[src/design/bprq_pkg.sv]
// Shared types and constants of the bitmap priority run queue.
// Used by bprq_ctrl, bprq_dp and bitmap_priority_run_queue_core.
package bprq_pkg;

    // request codes
    localparam logic [1:0] FUNC_ENQ  = 2'd0;
    localparam logic [1:0] FUNC_DEQ  = 2'd1;
    localparam logic [1:0] FUNC_PEEK = 2'd2;

    // result status codes
    localparam logic [1:0] ST_OK     = 2'd0;
    localparam logic [1:0] ST_EMPTY  = 2'd1;
    localparam logic [1:0] ST_MISUSE = 2'd2;

    // occupancy is scanned one word per cycle
    localparam int WORD_BITS  = 32;
    localparam int WORD_SHIFT = 5;

    // field widths of the channels
    localparam int TID_W  = 6;
    localparam int PRIO_W = 8;
    localparam int CNT_W  = 7;

    // controller to datapath
    typedef struct packed {
        logic accept;   // latch request beat
        logic exec;     // update lists and counts
        logic scan;     // one occupancy word step
        logic load;     // load output register
    } t_cmd;

    // datapath to controller
    typedef struct packed {
        logic misuse;     // request refused at accept
        logic need_scan;  // highest level emptied
        logic scan_done;  // new highest level found or bottom word reached
    } t_stat;

endpackage

[src/design/bprq_ctrl.sv]
// Sequencer of the run queue: one request at a time through read, update
// and occupancy scan steps. Depends on bprq_pkg.
module bprq_ctrl (
    input  logic            i_clk,
    input  logic            i_rst_n,
    input  logic            i_in_valid,
    output logic            o_in_ready,
    output logic            o_out_valid,
    input  logic            i_out_ready,
    input  bprq_pkg::t_stat i_stat,
    output bprq_pkg::t_cmd  o_cmd
);

    typedef enum logic [5:0] {
        S_IDLE    = 6'b000001,
        S_RD_SLOT = 6'b000010,
        S_RD_LVL  = 6'b000100,
        S_EXEC    = 6'b001000,
        S_SCAN    = 6'b010000,
        S_DONE    = 6'b100000
    } t_state;

    t_state r_state, n_state;
    logic   r_out_valid, n_out_valid;
    logic   out_free;

    assign out_free    = !r_out_valid || i_out_ready;
    assign o_in_ready  = (r_state == S_IDLE);
    assign o_out_valid = r_out_valid;

    // next state and commands
    always_comb begin
        n_state      = r_state;
        o_cmd        = '0;
        o_cmd.accept = (r_state == S_IDLE) && i_in_valid;
        o_cmd.exec   = (r_state == S_EXEC);
        o_cmd.scan   = (r_state == S_SCAN);
        o_cmd.load   = (r_state == S_DONE) && out_free;
        unique case (r_state)
            S_IDLE: begin
                if (i_in_valid) begin
                    n_state = i_stat.misuse ? S_DONE : S_RD_SLOT;
                end
            end
            S_RD_SLOT: n_state = S_RD_LVL;
            S_RD_LVL:  n_state = S_EXEC;
            S_EXEC:    n_state = i_stat.need_scan ? S_SCAN : S_DONE;
            S_SCAN: begin
                if (i_stat.scan_done) begin
                    n_state = S_DONE;
                end
            end
            S_DONE: begin
                if (out_free) begin
                    n_state = S_IDLE;
                end
            end
            default: n_state = S_IDLE;
        endcase
    end

    // result beat held until taken
    always_comb begin
        n_out_valid = r_out_valid;
        if (o_cmd.load) begin
            n_out_valid = 1'b1;
        end else if (i_out_ready) begin
            n_out_valid = 1'b0;
        end
    end

    always_ff @(posedge i_clk) begin
        if (!i_rst_n) begin
            r_state     <= S_IDLE;
            r_out_valid <= 1'b0;
        end else begin
            r_state     <= n_state;
            r_out_valid <= n_out_valid;
        end
    end

endmodule

[config.mk]
export PLATFORM = sky130hd
export DESIGN_NAME = bprq_ctrl
export DESIGN_NICKNAME = d
export VERILOG_FILES = /design/src/design/bprq_pkg.sv /design/src/design/bprq_ctrl.sv
export SDC_FILE = /design/constraint.sdc
export NUM_CORES = 1
export LEC_CHECK = 0
export ABC_AREA = 0
export BUFFER_PORTS_ARGS = -buffer_cell sky130_fd_sc_hd__buf_2
export CORE_AREA = 4 4 41 43
export CTS_BUF_LIST = sky130_fd_sc_hd__clkbuf_16
export CTS_CLUSTER_DIAMETER = 60
export DETAILED_ROUTE_END_ITERATION = 8
export DIE_AREA = 0 0 45 47
export GPL_TIMING_DRIVEN = 0
export PLACE_DENSITY = 0.61
export SLEW_MARGIN = 30
export SYNTH_ARGS = -nofsm -noshare
export SYNTH_HDL_FRONTEND = slang
export SYNTH_SLANG_ARGS = --single-unit
export TNS_END_PERCENT = 20
[constraint.sdc]
create_clock -name i_clk -period 2 [get_ports i_clk]
set_input_delay 0.4 -clock i_clk [delete_from_list [all_inputs] [get_ports i_clk]]
set_output_delay 0.4 -clock i_clk [all_outputs]
set_load 0.01 [all_outputs]
==> Yosys cells after proc, flatten, opt, wreduce, memory -nomap -nowiden <==
Index checks and enable logic that the tools add are counted.
{ "word_totals": {"wordCells": 25, "reg_bits": 7, "output_inout_bits": 6, "in_bits": 7} }
{ "classes": {"eq_ne": 9, "muxes": 8, "reduce_logical": 6} }
{ "ops": {"columns": ["op", "n"], "rows": [
  ["case mux 6 bit (6 select lines)", 1],
  ["2-to-1 mux 6 bit", 5],
  ["== test 6 x 1 -> 1 bit (second input constant)", 1],
  ["== test 6 x 2 -> 1 bit (second input constant)", 1],
  ["== test 6 x 3 -> 1 bit (second input constant)", 1],
  ["== test 6 x 4 -> 1 bit (second input constant)", 1],
  ["== test 6 x 5 -> 1 bit (second input constant)", 1],
  ["== test 6 bit (second input constant)", 1],
  ["inequality test 2 bit (second input constant)", 3],
  ["AND reduction 3 bit", 1],
  ["logical AND 1 bit", 2],
  ["2-to-1 mux 1 bit", 2],
  ["nonzero test 2 bit", 1],
  ["zero test 1 bit", 1],
  ["logical OR 1 bit", 1]
]} }

==> Longest topological paths before layout <==
Gate-level depths: netlist of run 1.
{ "logic_depth": {"ltp_word": 4, "depth_mapped": 4, "ltp_nobuf": 4} }

==> Worst setup path after synthesis of run 1 <==
Ideal clock, no wire load.
{ "synth_path": {"kind": "flip-flop to output port", "startpoint": "register r_state[1]", "endpoint": "output o_cmd[3] (netlist name)", "path_stages_with_launch": 4, "path_slack_ns": 0.336, "n_path_buf": 0, "t_required_ns": 1.600, "arrival_ns": 1.264, "path_cell_list": "dfxtp_1 -> or4_4 -> nor2b_4 -> and2_2"} }
{ "synth_rtl": {"columns": ["element", "line_no", "source"], "rows": [
  ["start: declaration", "bprq_ctrl.sv:23", "t_state r_state, n_state;"],
  ["start signal: assignment", "bprq_ctrl.sv:77", "r_state <= n_state;"],
  ["end: declaration", "bprq_ctrl.sv:11", "output bprq_pkg::t_cmd o_cmd"]
]} }

==> impl_metrics.json, run 1 <==
{
  "vias": 399,
  "min_delay_path_depth": 2,
  "tritoncts_clock_tree": "built",
  "path_clk_slew_ns": 0.04,
  "netlist_instances": 48,
  "ys_seq_area_share_pct": 33.7,
  "area_growth_pct": 41.9,
  "numCtsBuffers": 3,
  "layout.cells.most_common_list": "12 x sky130_fd_sc_hd__buf_2, 6 x sky130_fd_sc_hd__nor2_1, 6 x sky130_fd_sc_hd__inv_1",
  "port-buffer-count": 12,
  "slew_violations": 0,
  "dp_hpwl_um": 747,
  "setup.reg_to_reg.worst_slack_ns": 0.33,
  "ctsLongestPathBuffers": 2,
  "hold_buffers": 0,
  "timing.critical_path.fanout_max": 6,
  "numClockSinks": 7,
  "ioPinCount": 13,
  "global_route_wire_length_before_repair_um": 1730,
  "powerDensity_nw_per_um2": 985,
  "cts-htree-levels": 1,
  "finalNetCount": 73,
  "setup-violations-final": 0,
  "antenna_diode_instance_count": 0,
  "rsz0062_at_grt": "yes",
  "gp_congestion": 0.733,
  "finalWorstPathRequiredPeriod_ns": 1.95,
  "clk-insertion-delay-late_ns": 0.23,
  "critPathKind": "reg2out",
  "die_area_um2": 2120,
  "max-slew-margin-rel_pct": 72.5,
  "antenna_violations_before_repair": 0,
  "dp_cells": 75,
  "outcome": "finished, final reports clean",
  "synthesis.nets": 55,
  "p_leak_nw": 0.274,
  "drt-total-wl_um": 962,
  "hold_viol_final": 0,
  "grt.overflow.total": 0,
  "clock-skew-final_ns": 0.000264,
  "drt-initial-drc-count": 2,
  "ys.warnings.count": 0,
  "worstMarginPinSlew_ns": 0.411,
  "fin_total_pwr_uw": 580,
  "avgRoutedWirePerCell_um": 12.0,
  "number_of_remaining_drc_errors": 0,
  "grt_max_degree": 8,
  "timing.max_cap.violations": 0,
  "floorplan.initialDensity_pct": 31.9,
  "instances_no_fill": 80,
  "worstSetupEndpointType": "output port",
  "fin_util_pct": 45.3,
  "timing.rr.end": "r_state[5]",
  "clock_tree.root_cell": "sky130_fd_sc_hd__clkbuf_16",
  "worstHoldEndpoint": "r_state[1]",
  "core_um2": 1300,
  "grtUsageTotal_pct": 11.5,
  "min_path_type": "in2reg",
  "final_common_cell": "sky130_fd_sc_hd__buf_2",
  "cp.arrival_ns": 1.55,
  "worstRegToRegCells": 5,
  "maxClockFrequency_mhz": 514,
  "netlist_area_um2": 415,
  "first_global_vias": 397,
  "chipHeight_um": 47,
  "startpoint_of_the_worst_slack_reg_to_reg_timing_path": "r_state[1]",
  "drt.antenna.violating_nets": 0,
  "route.detailed.vias_per_inst": 4.99,
  "max-vdd-ir-drop_mv": 0.412,
  "std_cell_rows": 13,
  "place_ws_ns": 0.230,
  "final_min_period_over_clock_period_pct": 97.3,
  "cp-start-kind": "flop",
  "ys_seq_elements": 7,
  "die_x_um": 45,
  "post_route_cells_drive_above_1_share_pct": 40.0,
  "synth_cell_type_count": 29,
  "worst_slack_ns": 0.0543,
  "hold_path_startpoint": "i_stat[2]",
  "drt_pre_antenna_iters": 2,
  "syn_avg_cell_area_um2": 8.65,
  "crit_required_ns": 1.60
}
[metrics by stage]
stage	setup TNS, ns	area (um2)	hold WS [ns]
after floorplan	0	415	0.470
after global placement	0	494	0.512
after detailed placement	0	494	0.521
after CTS	0	581	0.351
after global routing	-0.00659	589	0.354
final	0	589	0.344
[power breakdown]
group,total [mW],switching [mW],internal [mW]
logic,0.0840,0.0417,0.0423
clock network,0.341,0.0802,0.260
registers,0.156,0.00812,0.148
total,0.580,0.130,0.450
[final cells by class]
cell class | count | area, um2
clock inverters | 1 | 3.75
clock buffers | 3 | 75.1
multi-input cells | 35 | 254
inverters | 5 | 18.8
fillers | 143 | 712
flip-flops and latches | 7 | 144
repair buffers | 13 | 67.6
well taps | 15 | 18.8
plain buffers | 1 | 7.51
[kinds of logic (layout without fill, tap and decap cells)]
group | count (synthesis) | count (layout) | synth area share (%)
AND/OR/NAND/NOR | 23 | 23 | 39.8
flip-flops | 7 | 7 | 33.7
AO/OA/AOI/OAI | 11 | 11 | 18.1
XOR/XNOR | 1 | 1 | 2.11
buffers and inverters | 6 | 23 | 6.33
[sequential cells by signal (all words and copies together) (netlist names)]
name,count
r_state,6
o_out_valid,1
[timing repair]
item | in CTS | in global routing
gates resized for setup | 0 | 4
pin swaps | 1 | 0
setup buffers | 1 | 0
endpoints found under the setup margin | 1 | 2
[synthesized netlist by cell type]
cell type,instances,area share [%]
sky130_fd_sc_hd__dfxtp_1,7,34
sky130_fd_sc_hd__nor2_1,6,5.4
sky130_fd_sc_hd__inv_1,5,4.5
sky130_fd_sc_hd__nor2b_1,3,4.5
sky130_fd_sc_hd__a21oi_1,2,2.4
sky130_fd_sc_hd__o21ai_0,2,2.4
sky130_fd_sc_hd__a211oi_1,1,1.8
sky130_fd_sc_hd__a221oi_1,1,2.1
sky130_fd_sc_hd__a22o_1,1,2.1
sky130_fd_sc_hd__a31oi_1,1,1.5
sky130_fd_sc_hd__and2_2,1,1.8
sky130_fd_sc_hd__and4_1,1,2.1
sky130_fd_sc_hd__buf_4,1,1.8
sky130_fd_sc_hd__nand2b_1,1,1.5
sky130_fd_sc_hd__nand3_1,1,1.2
sky130_fd_sc_hd__nand4_1,1,1.5
sky130_fd_sc_hd__nand4b_1,1,2.1
sky130_fd_sc_hd__nor2b_4,1,3.3
sky130_fd_sc_hd__nor3_1,1,1.2
sky130_fd_sc_hd__nor3_4,1,3.9
sky130_fd_sc_hd__nor3b_2,1,3.0
sky130_fd_sc_hd__nor4_1,1,1.5
sky130_fd_sc_hd__nor4b_1,1,2.1
sky130_fd_sc_hd__o211ai_1,1,1.8
sky130_fd_sc_hd__o2bb2ai_1,1,2.1
sky130_fd_sc_hd__o31ai_1,1,1.8
sky130_fd_sc_hd__or2b_1,1,1.8
sky130_fd_sc_hd__or4_4,1,2.7
sky130_fd_sc_hd__xor2_1,1,2.1
[critical path, stage by stage, from the launching register on]
cell and delay [ns]:
sky130_fd_sc_hd__dfxtp_2 0.34, sky130_fd_sc_hd__or4_4 0.56, sky130_fd_sc_hd__nor2b_4 0.15, sky130_fd_sc_hd__and2_2 0.15, sky130_fd_sc_hd__buf_2 0.12
[worst max-delay path by stage]
| stage | slack [ns] | to | depth (start not counted) | from |
|---|---|---|---|---|
| after floorplan | 0.34 | o_cmd[3] | 3 | r_state[1] |
| after global placement | 0.23 | o_cmd[3] | 4 | r_state[1] |
| after detailed placement | 0.23 | o_cmd[3] | 4 | r_state[5] |
| after CTS | 0.02 | o_cmd[3] | 4 | r_state[1] |
| after global routing | -0.007 | o_cmd[3] | 4 | r_state[1] |
| final | 0.05 | o_cmd[3] | 4 | r_state[1] |
[routing by layer]
metal  vias up  share of wire (%)  GRT usage, %  routed length, um
met3         2                5.6          4.98                 54
met5         -                  0             0                  0
met2         9                 45          17.2                430
li1        209                  -             -                  -
met1       179                 49          14.3                469
met4         0               0.94          5.26                  9
No activity file was read; power rests on OpenSTA's default activity.
==> inputs of run 2 (changes only) <==
--- a/config.mk
+++ b/config.mk
@@ -13,7 +13,7 @@
 export DETAILED_ROUTE_END_ITERATION = 8
 export DIE_AREA = 0 0 45 47
 export GPL_TIMING_DRIVEN = 0
-export PLACE_DENSITY = 0.61
+export PLACE_DENSITY = 0.63
 export SLEW_MARGIN = 30
 export SYNTH_ARGS = -nofsm -noshare
 export SYNTH_HDL_FRONTEND = slang
==> constraint.sdc (replaced) <==
create_clock -name i_clk -period 1.75 [get_ports i_clk]
set_input_delay 0.35 -clock i_clk [delete_from_list [all_inputs] [get_ports i_clk]]
set_output_delay 0.35 -clock i_clk [all_outputs]
set_load 0.01 [all_outputs]
==> impl_metrics.json, run 2 (synthesis gave the netlist of run 1 again) <==
{
  "clk-insertion-delay-late_ns": 0.23,
  "dp_hpwl_um": 717,
  "hold_viol_final": 0,
  "failed_checks": "negative setup slack",
  "instances_no_fill": 85,
  "max-vdd-ir-drop_mv": 0.753,
  "fin_total_pwr_uw": 690,
  "worstSetupEndpointType": "output port",
  "grt_max_degree": 8,
  "wl_met3_um": 70,
  "drt.antenna.violating_nets": 0,
  "avgRoutedWirePerCell_um": 12.4,
  "core_um2": 1300,
  "hold_slack_ns": 0.304,
  "critPathKind": "reg2out",
  "crit_required_ns": 1.40,
  "floorplan.initialDensity_pct": 31.9,
  "ioPinCount": 13,
  "registers.top_by_ff_count": "r_state",
  "rsz0062_at_grt": "yes",
  "drt_pre_antenna_iters": 4,
  "timing.max_cap.violations": 0,
  "fin_setup_tns_ns": -0.235,
  "final_min_period_over_clock_period_pct": 107,
  "antenna_diode_instance_count": 0,
  "timing.critical_path.fanout_max": 4,
  "ctsLongestPathBuffers": 2,
  "std_cell_rows": 13,
  "cp-start-kind": "flop",
  "finalNetCount": 78,
  "filler_cell_count": 140,
  "gp_congestion": 0.753,
  "slew_violations": 0,
  "final_common_cell": "sky130_fd_sc_hd__buf_2",
  "layout.cells.most_common_list": "11 x sky130_fd_sc_hd__buf_2, 6 x sky130_fd_sc_hd__inv_1, 6 x sky130_fd_sc_hd__buf_4",
  "hold_buffers": 0,
  "drt-total-wl_um": 1050,
  "outcome": "finished, violations left",
  "vias": 422,
  "die_x_um": 45,
  "drt-initial-drc-count": 6,
  "worst_slack_ns": -0.125,
  "route.layer.met1.wl_um": 460,
  "port-buffer-count": 12,
  "max-slew-margin-rel_pct": 81.6,
  "met2_wirelength_um": 511,
  "cts-htree-levels": 1,
  "numCtsBuffers": 3,
  "p_leak_nw": 0.302,
  "global_route_wire_length_before_repair_um": 1730,
  "dr.max_layer_used": "met4",
  "route.detailed.vias_per_inst": 4.96,
  "clock-skew-final_ns": 0.00258,
  "fin_util_pct": 49.5,
  "worstMarginPinSlew_ns": 0.274,
  "chipHeight_um": 47,
  "die_area_um2": 2120,
  "setup-violations-final": 3,
  "min_path_type": "in2reg",
  "area_growth_pct": 55.1,
  "multi_input_comb_area_um2": 258,
  "grtUsageTotal_pct": 11.8,
  "largest_register_ff_count": 6,
  "area.sequential_um2": 148,
  "grt.overflow.total": 0,
  "tritoncts_clock_tree": "built",
  "clock_tree.root_cell": "sky130_fd_sc_hd__clkbuf_16",
  "powerDensity_nw_per_um2": 1070,
  "path_clk_slew_ns": 0.04,
  "maxClockFrequency_mhz": 533,
  "first_global_vias": 392,
  "antenna_violations_before_repair": 0,
  "dp_cells": 75,
  "numClockSinks": 7,
  "post_route_cells_drive_above_1_share_pct": 44.3,
  "cp.arrival_ns": 1.53,
  "finalWorstPathRequiredPeriod_ns": 1.88,
  "number_of_remaining_drc_errors": 0
}
-- run 2: cell types whose count changed in the layout (fill, tap and decap cells not counted), moves of 2 or more --
cell                      delta
sky130_fd_sc_hd__buf_4       +4
sky130_fd_sc_hd__dfxtp_2     -3
sky130_fd_sc_hd__buf_6       +2
sky130_fd_sc_hd__dfxtp_4     +2
-- run 2: stage by stage --
step                worst slack (ns)  area, um2
global placement              0.0373        494
detailed placement            0.0291        494
floorplan                      0.136        415
finish                        -0.125        644
CTS                           -0.114        619
global route                  -0.164        644
-- run 2: report_power, final --
part	switching (mW)	leakage, nW	internal (mW)
Sequential	0.00861	0.0584	0.167
Combinational	0.0562	0.201	0.0724
Clock	0.0887	0.0423	0.297
Total	0.153	0.302	0.536
-- run 2: path summary, 6_finish.rpt --
kind                                  from  slack [ns]         end  depth (start not counted)
worst max-delay path            r_state[5]       -0.13    o_cmd[3]                          4
worst min-delay path             i_stat[2]        0.30  r_state[1]                          2
worst max register to register  r_state[5]        0.10  r_state[5]                          5
worst min register to register  r_state[2]        0.55  r_state[2]                          2
-- run 2: layer usage --
metal | GRT usage, % | vias up
met5 | 0 | -
met4 | 3.51 | 0
met3 | 7.28 | 2
met2 | 18.4 | 8
met1 | 13.5 | 193
li1 | - | 219
-- run 2: final cells by class --
cell class	count	share of cell area [%]
buffer	1	1.17
clock buffer	3	11.7
clock inverter	1	0.583
inverter	5	2.91
multi-input combinational	35	40.0
sequential	7	22.9
tap	15	2.91
timing repair buffer	18	17.9
-- run 2: repair_timing --
action                                  4_1_cts  5_1_grt
setup buffers                                 4        2
gates resized for setup                       6        3
pin swaps                                     3        2
gates cloned                                  0        0
endpoints found under the setup margin        4        5
-- run 2: critical path, stage by stage, from the launching register on --
cell                      delay (ns)
sky130_fd_sc_hd__dfxtp_4        0.35
sky130_fd_sc_hd__or4_4          0.56
sky130_fd_sc_hd__nor2b_4        0.14
sky130_fd_sc_hd__and2_4         0.15
sky130_fd_sc_hd__buf_6          0.09
==> inputs of run 3 (changes only) <==
--- a/config.mk
+++ b/config.mk
@@ -13,7 +13,7 @@
 export DETAILED_ROUTE_END_ITERATION = 8
 export DIE_AREA = 0 0 45 47
 export GPL_TIMING_DRIVEN = 0
-export PLACE_DENSITY = 0.63
+export PLACE_DENSITY = 0.54
 export SLEW_MARGIN = 30
 export SYNTH_ARGS = -nofsm -noshare
 export SYNTH_HDL_FRONTEND = slang
==> impl_metrics.json, run 3 (synthesis gave the netlist of run 1 again) <==
{
  "outcome": "finished, violations left",
  "failed_checks": "negative setup slack",
  "rsz0062_at_grt": "yes",
  "finalWorstPathRequiredPeriod_ns": 1.87,
  "timing.max_cap.violations": 0,
  "final_min_period_over_clock_period_pct": 107,
  "layout.cells.most_common_list": "10 x sky130_fd_sc_hd__buf_2, 7 x sky130_fd_sc_hd__buf_4, 6 x sky130_fd_sc_hd__inv_1",
  "area_growth_pct": 59.3,
  "floorplan.initialDensity_pct": 31.9,
  "finalNetCount": 79,
  "path_clk_slew_ns": 0.04,
  "final_common_cell": "sky130_fd_sc_hd__buf_2",
  "ctsLongestPathBuffers": 2,
  "antenna_diode_instance_count": 0,
  "avgRoutedWirePerCell_um": 11.8,
  "timing.critical_path.fanout_max": 4,
  "first_global_vias": 400,
  "net-switching-power_uw": 156,
  "pwr-share-comb_pct": 20.5,
  "clk-insertion-delay-late_ns": 0.23,
  "p_leak_nw": 0.309,
  "dp_cells": 75,
  "port-buffer-count": 12,
  "cp.arrival_ns": 1.52,
  "grt.overflow.total": 0,
  "numClockSinks": 7,
  "crit_required_ns": 1.40,
  "drt_pre_antenna_iters": 4,
  "drt.antenna.violating_nets": 0,
  "route.detailed.vias_per_inst": 5.03,
  "internal_power_uw": 549,
  "post_dp_cell_area_um2": 494,
  "hold_slack_ns": 0.295,
  "critPathKind": "reg2out",
  "die_area_um2": 2120,
  "powerDensity_nw_per_um2": 1070,
  "min_delay_path_depth": 2,
  "core_um2": 1300,
  "ioPinCount": 13,
  "swShare_pct": 22.1,
  "cts-htree-levels": 1,
  "registers.top_by_ff_count": "r_state",
  "maxClockFrequency_mhz": 534,
  "fin_total_pwr_uw": 705,
  "largest_register_ff_count": 6,
  "antenna_violations_before_repair": 0,
  "worstMarginPinSlew_ns": 0.261,
  "worstRegToRegCells": 6,
  "startpoint_of_the_worst_slack_reg_to_reg_timing_path": "r_state[1]",
  "number_of_remaining_drc_errors": 0,
  "chipHeight_um": 47,
  "grtUsageTotal_pct": 11.6,
  "tritoncts_clock_tree": "built",
  "min_path_type": "in2reg",
  "instances_no_fill": 86,
  "clock-skew-final_ns": 0.000434,
  "hold_buffers": 0,
  "setup-violations-final": 5,
  "fin_util_pct": 50.9,
  "hold_viol_final": 0,
  "dp_hpwl_um": 713,
  "postLayoutCellArea_um2": 662,
  "drt-initial-drc-count": 4,
  "numCtsBuffers": 3,
  "post_route_cells_drive_above_1_share_pct": 47.9,
  "max-vdd-ir-drop_mv": 0.514,
  "clock_tree.root_cell": "sky130_fd_sc_hd__clkbuf_16",
  "gp_congestion": 0.674,
  "hold_path_startpoint": "i_stat[2]",
  "die_x_um": 45,
  "worst_slack_ns": -0.121,
  "vias": 433,
  "max-slew-margin-rel_pct": 82.5,
  "global_route_wire_length_before_repair_um": 1660,
  "setup.reg_to_reg.worst_slack_ns": -0.01,
  "p_seq_share_pct": 24.7,
  "slew_violations": 0,
  "worstHoldEndpoint": "r_state[1]",
  "share_clk_of_total_power_pct": 54.8,
  "drt-total-wl_um": 1020,
  "worstSetupEndpointType": "output port",
  "cp-start-kind": "flop",
  "timing.rr.end": "r_state[5]",
  "std_cell_rows": 13,
  "grt_max_degree": 8
}
-- run 3: cell type report --
type                    instances  area [um2]
fillers                       133         639
repair buffers                 19         129
clock buffers                   3        75.1
multi-input cells              35         260
clock inverters                 1        3.75
inverters                       5        18.8
well taps                      15        18.8
flip-flops and latches          7         149
plain buffers                   1        7.51
-- run 3: timing repair --
action	in CTS	in global routing
resized for setup	6	6
setup endpoints to repair	4	5
pin swaps	3	2
buffers inserted	5	2
-- run 3: stage by stage --
step                setup TNS, ns  setup WS, ns
floorplan                       0         0.136
global placement                0        0.0194
detailed placement              0        0.0234
CTS                        -0.317        -0.110
global route               -0.766        -0.151
finish                     -0.291        -0.121
-- run 3: power by group through the flow --
stage / Clock (mW) / Sequential [mW] / Combinational [mW]
after floorplan: 0 / 0.177 / 0.0642
after global placement: 0 / 0.179 / 0.0914
after detailed placement: 0 / 0.179 / 0.0915
after CTS: 0.392 / 0.175 / 0.135
after global routing: 0.398 / 0.175 / 0.157
final: 0.387 / 0.174 / 0.144
-- run 3: routing by layer --
metal  vias up  GRT usage [%]  wire length (um)
li1        223              -                 -
met4         0           8.77                30
met2         9           18.6               528
met5         -              0                 0
met1       196           12.4               400
met3         5           4.60                59
-- run 3: worst max path at each step --
stage                    start        to  slack [ns]  cells after the start
CTS                 r_state[5]  o_cmd[3]       -0.11                      4
floorplan           r_state[1]  o_cmd[3]        0.14                      3
global route        r_state[1]  o_cmd[3]       -0.15                      4
global placement    r_state[5]  o_cmd[3]        0.02                      4
finish              r_state[1]  o_cmd[3]       -0.12                      4
detailed placement  r_state[5]  o_cmd[3]        0.02                      4
-- run 3: worst max-delay path: stages (launching register included) --
cell and delay, ns:
sky130_fd_sc_hd__dfxtp_4 0.34, sky130_fd_sc_hd__or4_4 0.56, sky130_fd_sc_hd__nor2b_4 0.15, sky130_fd_sc_hd__and2_4 0.16, sky130_fd_sc_hd__buf_6 0.09
